--- src/sv/fpfa_pkg.sv ---
// Shared codes and widths for the fixed-partition fit allocator.
`default_nettype none

package fpfa_pkg;

  // Item mode codes
  localparam logic [1:0] MODE_LOAD  = 2'd0;
  localparam logic [1:0] MODE_REQ   = 2'd1;
  localparam logic [1:0] MODE_BATCH = 2'd2;

  // Fit policy codes
  localparam logic [1:0] POL_FIRST = 2'd0;
  localparam logic [1:0] POL_BEST  = 2'd1;
  localparam logic [1:0] POL_WORST = 2'd2;

  // Configuration register indexes
  localparam logic [1:0] CFG_FIT_POLICY    = 2'd0;
  localparam logic [1:0] CFG_FRAMES_IN_USE = 2'd1;

  // Fixed field widths
  localparam int unsigned MODE_W   = 2;
  localparam int unsigned FIDX_W   = 4;
  localparam int unsigned SIZEIN_W = 16;
  localparam int unsigned CFGIDX_W = 2;
  localparam int unsigned CFGDAT_W = 5;

  localparam logic [CFGDAT_W-1:0] FRAMES_RESET = 5'd16;

endpackage

`default_nettype wire

--- src/sv/fpfa_ram.sv ---
// Generic single-port-write, single-port-read RAM with registered read data.
`default_nettype none

module fpfa_ram #(
  parameter int unsigned WIDTH = 16,
  parameter int unsigned DEPTH = 16
) (
  input  wire logic                     clk_i,
  input  wire logic                     we_i,
  input  wire logic [$clog2(DEPTH)-1:0] waddr_i,
  input  wire logic [WIDTH-1:0]         wdata_i,
  input  wire logic                     re_i,
  input  wire logic [$clog2(DEPTH)-1:0] raddr_i,
  output logic      [WIDTH-1:0]         rdata_o
);

  logic [WIDTH-1:0] mem_q [DEPTH];

  always_ff @(posedge clk_i) begin
    if (we_i) begin
      mem_q[waddr_i] <= wdata_i;
    end
    if (re_i) begin
      rdata_o <= mem_q[raddr_i];
    end
  end

endmodule

`default_nettype wire

--- src/sv/fixed_partition_fit_allocator.sv ---
// Top level: fixed-partition allocator with first, best and worst fit search.
//
// Channel  | Direction | Handshake                | Payload
// ---------+-----------+--------------------------+----------------------------------------
// in       | sink      | in_valid_i / in_ready_o  | mode_i, frame_index_i, size_value_i
// out      | source    | out_valid_o / out_ready_i| granted_o, granted_frame_o
// cfg      | sink      | cfg_we_i (no wait)       | cfg_idx_i, cfg_data_i
//
// Load and new-batch beats finish in the cycle they are accepted.
// A request scans N = min(frames_in_use, NUM_FRAMES) partitions, one compare per
// partition, paced by the single read port of the size RAM, whose read data is
// registered. First fit stops at the first hit. An empty search (N = 0) skips
// the scan and goes straight to RESULT.
// The result sits in an output register; loads and batch beats are still taken
// while it waits, a request finishing behind an untaken result holds in RESULT.
// Reset clears the used bits and the sequencer and sets the config to its defaults;
// the size RAM is not cleared and must be loaded before it is searched.
`default_nettype none

module fixed_partition_fit_allocator #(
  parameter int unsigned NUM_FRAMES = 16,
  parameter int unsigned SIZE_BITS  = 16
) (
  input  wire logic                                clk_i,
  input  wire logic                                rst_ni,
  // configuration
  input  wire logic                                cfg_we_i,
  input  wire logic [fpfa_pkg::CFGIDX_W-1:0]       cfg_idx_i,
  input  wire logic [fpfa_pkg::CFGDAT_W-1:0]       cfg_data_i,
  // input channel
  input  wire logic                                in_valid_i,
  output logic                                     in_ready_o,
  input  wire logic [fpfa_pkg::MODE_W-1:0]         mode_i,
  input  wire logic [fpfa_pkg::FIDX_W-1:0]         frame_index_i,
  input  wire logic [fpfa_pkg::SIZEIN_W-1:0]       size_value_i,
  // output channel
  output logic                                     out_valid_o,
  input  wire logic                                out_ready_i,
  output logic                                     granted_o,
  output logic [fpfa_pkg::FIDX_W-1:0]              granted_frame_o
);

  localparam int unsigned AW = $clog2(NUM_FRAMES);
  localparam int unsigned CW = $clog2(NUM_FRAMES + 1);

  // sequencer states
  localparam logic [1:0] ST_IDLE   = 2'd0;
  localparam logic [1:0] ST_SCAN   = 2'd1;
  localparam logic [1:0] ST_RESULT = 2'd2;

  logic [1:0]                     state_q, state_d;
  logic [1:0]                     policy_q, policy_d;
  logic [fpfa_pkg::CFGDAT_W-1:0]  frames_q, frames_d;
  logic [NUM_FRAMES-1:0]          used_q, used_d;
  logic [CW-1:0]                  issue_q, issue_d;
  logic                           rd_vld_q, rd_vld_d;
  logic [AW-1:0]                  rd_idx_q, rd_idx_d;
  logic                           found_q, found_d;
  logic [SIZE_BITS-1:0]           best_size_q, best_size_d;
  logic [AW-1:0]                  best_idx_q, best_idx_d;
  logic [SIZE_BITS-1:0]           req_q, req_d;
  logic                           out_valid_q, out_valid_d;
  logic                           granted_q, granted_d;
  logic [fpfa_pkg::FIDX_W-1:0]    frame_q, frame_d;

  logic                           in_beat;
  logic [31:0]                    size_ext;
  logic [SIZE_BITS-1:0]           size_trim;
  logic [31:0]                    frames_ext;
  logic [CW-1:0]                  count;
  logic                           load_ok;
  logic                           ram_we;
  logic                           ram_re;
  logic [SIZE_BITS-1:0]           ram_rdata;
  logic                           entry_used;
  logic                           ge_req;      // shared compare: entry vs request
  logic                           lt_best;     // shared compare: entry vs best so far
  logic                           last_entry;
  logic                           grant;
  logic                           out_free;

  assign in_beat    = in_valid_i && in_ready_o;
  assign in_ready_o = (state_q == ST_IDLE);

  // request/size field trimmed or widened to the table width
  assign size_ext  = {16'd0, size_value_i};
  assign size_trim = size_ext[SIZE_BITS-1:0];

  // search count saturates at the table depth
  assign frames_ext = 32'(frames_q);
  assign count      = (frames_ext > 32'(NUM_FRAMES)) ? CW'(NUM_FRAMES) : CW'(frames_ext);

  assign load_ok = (32'(frame_index_i) < 32'(NUM_FRAMES));
  assign ram_we  = in_beat && (mode_i == fpfa_pkg::MODE_LOAD) && load_ok;
  assign ram_re  = (state_q == ST_SCAN) && (issue_q < count);

  fpfa_ram #(
    .WIDTH (SIZE_BITS),
    .DEPTH (NUM_FRAMES)
  ) u_size_ram (
    .clk_i   (clk_i),
    .we_i    (ram_we),
    .waddr_i (AW'(frame_index_i)),
    .wdata_i (size_trim),
    .re_i    (ram_re),
    .raddr_i (issue_q[AW-1:0]),
    .rdata_o (ram_rdata)
  );

  // evaluation of the entry whose size just came out of the RAM
  assign entry_used = used_q[rd_idx_q];
  assign ge_req     = (ram_rdata >= req_q);
  assign lt_best    = (policy_q == fpfa_pkg::POL_WORST) ? (ram_rdata > best_size_q)
                                                        : (ram_rdata < best_size_q);
  assign last_entry = (CW'(rd_idx_q) == (count - CW'(1)));

  // worst fit only checks the request against the largest free entry at the end
  assign grant    = found_q &&
                    ((policy_q != fpfa_pkg::POL_WORST) || (best_size_q >= req_q));
  assign out_free = !out_valid_q || out_ready_i;

  always_comb begin
    state_d     = state_q;
    policy_d    = policy_q;
    frames_d    = frames_q;
    used_d      = used_q;
    issue_d     = issue_q;
    rd_vld_d    = 1'b0;
    rd_idx_d    = rd_idx_q;
    found_d     = found_q;
    best_size_d = best_size_q;
    best_idx_d  = best_idx_q;
    req_d       = req_q;
    out_valid_d = out_valid_q && !out_ready_i;
    granted_d   = granted_q;
    frame_d     = frame_q;

    if (cfg_we_i) begin
      unique case (cfg_idx_i)
        fpfa_pkg::CFG_FIT_POLICY:    policy_d = cfg_data_i[1:0];
        fpfa_pkg::CFG_FRAMES_IN_USE: frames_d = cfg_data_i;
        default: ;
      endcase
    end

    unique case (state_q)
      ST_IDLE: begin
        if (in_beat) begin
          unique case (mode_i)
            fpfa_pkg::MODE_BATCH: used_d = '0;
            fpfa_pkg::MODE_REQ: begin
              req_d   = size_trim;
              issue_d = '0;
              found_d = 1'b0;
              state_d = (count == '0) ? ST_RESULT : ST_SCAN;
            end
            default: ;
          endcase
        end
      end

      ST_SCAN: begin
        if (ram_re) begin
          rd_vld_d = 1'b1;
          rd_idx_d = issue_q[AW-1:0];
          issue_d  = issue_q + CW'(1);
        end
        if (rd_vld_q) begin
          if (!entry_used) begin
            unique case (policy_q)
              fpfa_pkg::POL_FIRST: begin
                if (ge_req) begin
                  found_d    = 1'b1;
                  best_idx_d = rd_idx_q;
                  state_d    = ST_RESULT;
                end
              end
              fpfa_pkg::POL_BEST: begin
                if (ge_req && (!found_q || lt_best)) begin
                  found_d     = 1'b1;
                  best_size_d = ram_rdata;
                  best_idx_d  = rd_idx_q;
                end
              end
              fpfa_pkg::POL_WORST: begin
                if (!found_q || lt_best) begin
                  found_d     = 1'b1;
                  best_size_d = ram_rdata;
                  best_idx_d  = rd_idx_q;
                end
              end
              default: ;
            endcase
          end
          if (last_entry) begin
            state_d = ST_RESULT;
          end
        end
      end

      ST_RESULT: begin
        if (out_free) begin
          out_valid_d = 1'b1;
          granted_d   = grant;
          frame_d     = grant ? fpfa_pkg::FIDX_W'(best_idx_q) : '0;
          if (grant) begin
            used_d[best_idx_q] = 1'b1;
          end
          state_d = ST_IDLE;
        end
      end

      default: state_d = ST_IDLE;
    endcase
  end

  // control state
  always_ff @(posedge clk_i or negedge rst_ni) begin
    if (!rst_ni) begin
      state_q     <= ST_IDLE;
      policy_q    <= fpfa_pkg::POL_FIRST;
      frames_q    <= fpfa_pkg::FRAMES_RESET;
      used_q      <= '0;
      issue_q     <= '0;
      rd_vld_q    <= 1'b0;
      found_q     <= 1'b0;
      out_valid_q <= 1'b0;
    end else begin
      state_q     <= state_d;
      policy_q    <= policy_d;
      frames_q    <= frames_d;
      used_q      <= used_d;
      issue_q     <= issue_d;
      rd_vld_q    <= rd_vld_d;
      found_q     <= found_d;
      out_valid_q <= out_valid_d;
    end
  end

  // payload
  always_ff @(posedge clk_i) begin
    rd_idx_q    <= rd_idx_d;
    best_size_q <= best_size_d;
    best_idx_q  <= best_idx_d;
    req_q       <= req_d;
    granted_q   <= granted_d;
    frame_q     <= frame_d;
  end

  assign out_valid_o     = out_valid_q;
  assign granted_o       = granted_q;
  assign granted_frame_o = frame_q;

endmodule

`default_nettype wire

--- config.mk ---
export PLATFORM = sky130hd
export DESIGN_NAME = fixed_partition_fit_allocator
export DESIGN_NICKNAME = d
export VERILOG_FILES = /design/src/sv/fpfa_pkg.sv /design/src/sv/fpfa_ram.sv /design/src/sv/fixed_partition_fit_allocator.sv
export SDC_FILE = /design/constraint.sdc
export NUM_CORES = 1
export LEC_CHECK = 0
export BUFFER_PORTS_ARGS = -buffer_cell sky130_fd_sc_hd__buf_2
export CORE_ASPECT_RATIO = 0.7
export CORE_MARGIN = 5
export CORE_UTILIZATION = 60
export DETAILED_ROUTE_END_ITERATION = 10
export PLACE_DENSITY = 0.89
export SYNTH_ARGS = -nofsm -noshare
export SYNTH_HDL_FRONTEND = slang
export SYNTH_SLANG_ARGS = --single-unit
--- constraint.sdc ---
create_clock -name clk_i -period 3.82 [get_ports clk_i]
set_input_delay 0.573 -clock clk_i [delete_from_list [all_inputs] [get_ports clk_i]]
set_output_delay 0.573 -clock clk_i [all_outputs]
set_load 0.02 [all_outputs]
==> key figures <==
Status
  • Outcome: complete, no violations

Route
  • Drt via density: roughly 6.6
  • Routed via count: approximately 7900
  • DR WL/cell: 27.4 um
  • Drt pass-1 iters: 5
  • Detailed Route WL: approximately 33000 um
  • DRC: 0
  • Initial DRC Count: approximately 900
  • Final ANT Viol Nets: 0

Logic synthesis
  • Synth warn: 0
  • Register bit total from synthesis: 350
  • Number of synthesized flops with an enable pin: 317
  • Register area share after synthesis: between 70% and 80%
  • Post-Synthesis Cells: between 700 and 800
  • Top post-synthesis cells by area: edfxtp_1, mux4_2, dfrtp_1, ha_1, a32o_1
  • Share of synthesized registers carrying an async set or reset: 9.43%
  • Yosys top cell area share: between 60 and 70%
  • Netlist Area Pre-Place: approximately 15000 sq um
  • Synthesized Nets: roughly 900
  • Synthesized area per cell: 18.6 sq um
  • Top FF cell, synth: edfxtp_1
  • Area leader, netlist: edfxtp_1
  • Synth cell types: 57

Critical path
  • CP Capture Type: flip-flop
  • Critical path data required time: ~4 ns
  • Critical path class: reg -> reg
  • Reg2reg end: u_size_ram.rdata_o[8]
  • Worst Reg-to-Reg Cells: 6
  • R2r startpoint: issue_q[3]
  • Crit Path Max Fanout: 21
  • R2r setup slk: 0.93 ns
  • Critical path startpoint category: flip-flop
  • Crit path DAT: between 3 and 4 ns

Pwr
  • Leakage power: 5.70 nW
  • PwrDens: roughly 700 nW/um^2
  • Worst vdd ir: 516 uV

Clocking
  • Resize count post-CTS: 0
  • Worst-path clk slew: ~0.070 ns
  • CTS Buffer Depth: 3
  • Post-CTS Hold Buffers: 0
  • Number of clock sinks: 350
  • Clock latency on the worst-skew pair: slightly below 0.6 ns
  • H-tree depth: 1
  • CTS Root Cell: clkbuf_16
  • CTS tree: yes
  • Number of setup buffers added after CTS: 0
  • CTS buffer count: 31

Flow run
  • Max-cap violations: 0

Timing
  • Final setup TNS: 0 ns
  • Final Setup Violations: 0
  • Worst slew pin tran: 1.07 ns
  • Final Hold Violating Endpoints: 0
  • Final Max Tran Viols: 0
  • Clock Skew: about 0.018 ns
  • WHS: between 0.07 and 0.08 ns
  • Final Cycle Share: around three quarters
  • Fmax: between 0.3 and 0.4 GHz
  • Post-layout min period: approximately 2.9 ns
  • Unrepaired setup endpoints after global routing: false
  • Max-Slew Margin vs Limit: 28.4%

GRT
  • GRT met3 Usage: roughly 5.4%
  • First-pass GRT wire length: 49600 um
  • GRT Max-Usage Layer: met2
  • Met2 GRT Util: between 30% and 40%
  • Congestion Overflow GR: 0
  • Total track usage: around a quarter
  • Pin count of the biggest net entering global routing: 34
  • GR Layer Usage met1: between 30% and 40%
  • Number of global-route vias before repair: roughly 8000
  • Initial antenna violation count: 1

Die
  • # IOs: 41
  • Die Span Y: roughly 140 um
  • Initial Util: 61.5%
  • Placement Rows: between 40 and 50
  • Die width: 197 um
  • Core area: 23800 sq um
  • DIE AREA: between 20000 and 30000 sq um

Final layout
  • Share of post-route cells with drive strength above 1: 26.2%
  • # fillers: around 1500
  • Nets@finish: 950
  • Layout overhead on the synthesized area: 11.9%

Placement
  • Dpl hpwl: 20100 um
  • Routability cong.: ~0.84
  • # port buffers: 40

Worst hold path
  • Hold/Removal Path Class: in -> async
==> flip-flops by register name, summed over array words and instances, names as in the netlist, 4 cells and up <==
register	cells
best_idx_q	4
best_size_q	16
frames_q	5
granted_frame_o	4
issue_q	5
rd_idx_q	4
req_q	16
u_size_ram.mem_q	256
u_size_ram.rdata_o	16
used_q	16
==> layer usage <==
metal,wire length [um],vias up
met1,12900,4048
met2,16400,448
met5,0,-
met4,729,0
met3,2910,56
li1,-,3319
==> synth_stat cells (3+ instances only) <==
master and instances:
nand2b_1 9, or3_1 4, a32o_1 16, mux4_2 84, mux2i_1 3, buf_2 7
nand4_1 7, a211o_1 3, a21o_1 4, dfrtp_1 32, o21ai_0 13, xnor2_1 4
inv_1 39, a21oi_1 27, nand3_1 7, mux2_2 6, nor2_1 35, nand2_1 29
nor3_1 15, buf_1 4, edfxtp_1 317, clkbuf_1 13, and3_1 7, ha_1 58
==> cells in the final DEF, fill, tap and decap left out, drive strengths merged, types with 3 or more instances in the layout <==
master | Yosys | layout
mux4 | 84 | 84
nand2b | 9 | 9
inv | 40 | 41
bufinv | 0 | 4
a32o | 16 | 16
ha | 58 | 58
clkbuf | 13 | 37
nor3 | 16 | 16
or3 | 4 | 4
nor2 | 35 | 35
nand2 | 29 | 29
clkinvlp | 0 | 3
a21o | 4 | 4
edfxtp | 317 | 317
buf | 15 | 67
a21oi | 27 | 27
clkinv | 0 | 11
a211o | 3 | 3
nand4 | 7 | 7
xnor2 | 4 | 4
o21ai | 15 | 15
mux2 | 6 | 6
nand3 | 8 | 8
dfrtp | 32 | 32
and3 | 7 | 7
mux2i | 3 | 3
==> power breakdown <==
group,internal [mW],total (mW),switching (mW)
registers,4.65,5.13,0.476
clock network,1.77,3.14,1.38
logic,1.41,2.88,1.46
==> cell type report <==
cell class,instances,area (sq um),area share [%]
clock buffers,37,798,4.87
flip-flops and latches,350,10400,63.2
well taps,318,398,2.43
clock inverters,19,218,1.33
repair buffers,67,403,2.46
diodes,1,2.50,0.0153
inverters,40,150,0.916
multi-input cells,368,4070,24.8
==> worst max-delay path, cell delays in order (launching register included) <==
cell,delay [ns]
dfrtp_1,1.05
ha_1,0.38
or2_2,0.29
a21oi_1,0.17
a21oi_1,0.18
nor2_2,0.18
buf_4,0.30
==> cells by family (layout without fill, tap and decap cells) <==
group	Yosys count	count (layout)	synth area share [%]
other	0	1	0
AOI/OAI and AO/OA	81	81	3.92
xor gates and xnor gates	5	5	0.299
muxes	93	93	13.6
DFF	350	350	70.6
buffers and inverters	68	163	2.06
and+or+nand+nor	131	131	4.56
adders and majority gates	58	58	4.95
==> worst max-delay path by stage <==
stage / from / to / slack (ns) / cells after the start
after floorplan: u_size_ram.rdata_o[14] / best_size_q[0] / 0.68 / 7
after global placement: mode_i[0] / u_size_ram.mem_q[5][3] / 1.08 / 6
after detailed placement: issue_q[3] / u_size_ram.rdata_o[11] / 1.01 / 6
after CTS: issue_q[3] / u_size_ram.rdata_o[14] / 0.97 / 6
after global routing: u_size_ram.rdata_o[3] / best_size_q[2] / 0.80 / 8
final: issue_q[3] / u_size_ram.rdata_o[8] / 0.93 / 6
==> through the flow <==
stage / util [%] / instance area (sq um) / power [mW] / setup WS, ns / instances
2_1_floorplan: - / 14600 / 7.16 / 0.676 / 786
3_3_place_gp: 64.5 / 15400 / 7.85 / 1.08 / 1143
3_5_place_dp: 64.5 / 15400 / 8.00 / 1.01 / 1143
4_1_cts: 68.8 / 16400 / 11.2 / 0.967 / 1199
5_1_grt: 68.8 / 16400 / 11.7 / 0.803 / 1200
6_report: 68.8 / 16400 / 11.1 / 0.931 / 1200
No activity file was read; power rests on OpenSTA's default activity.
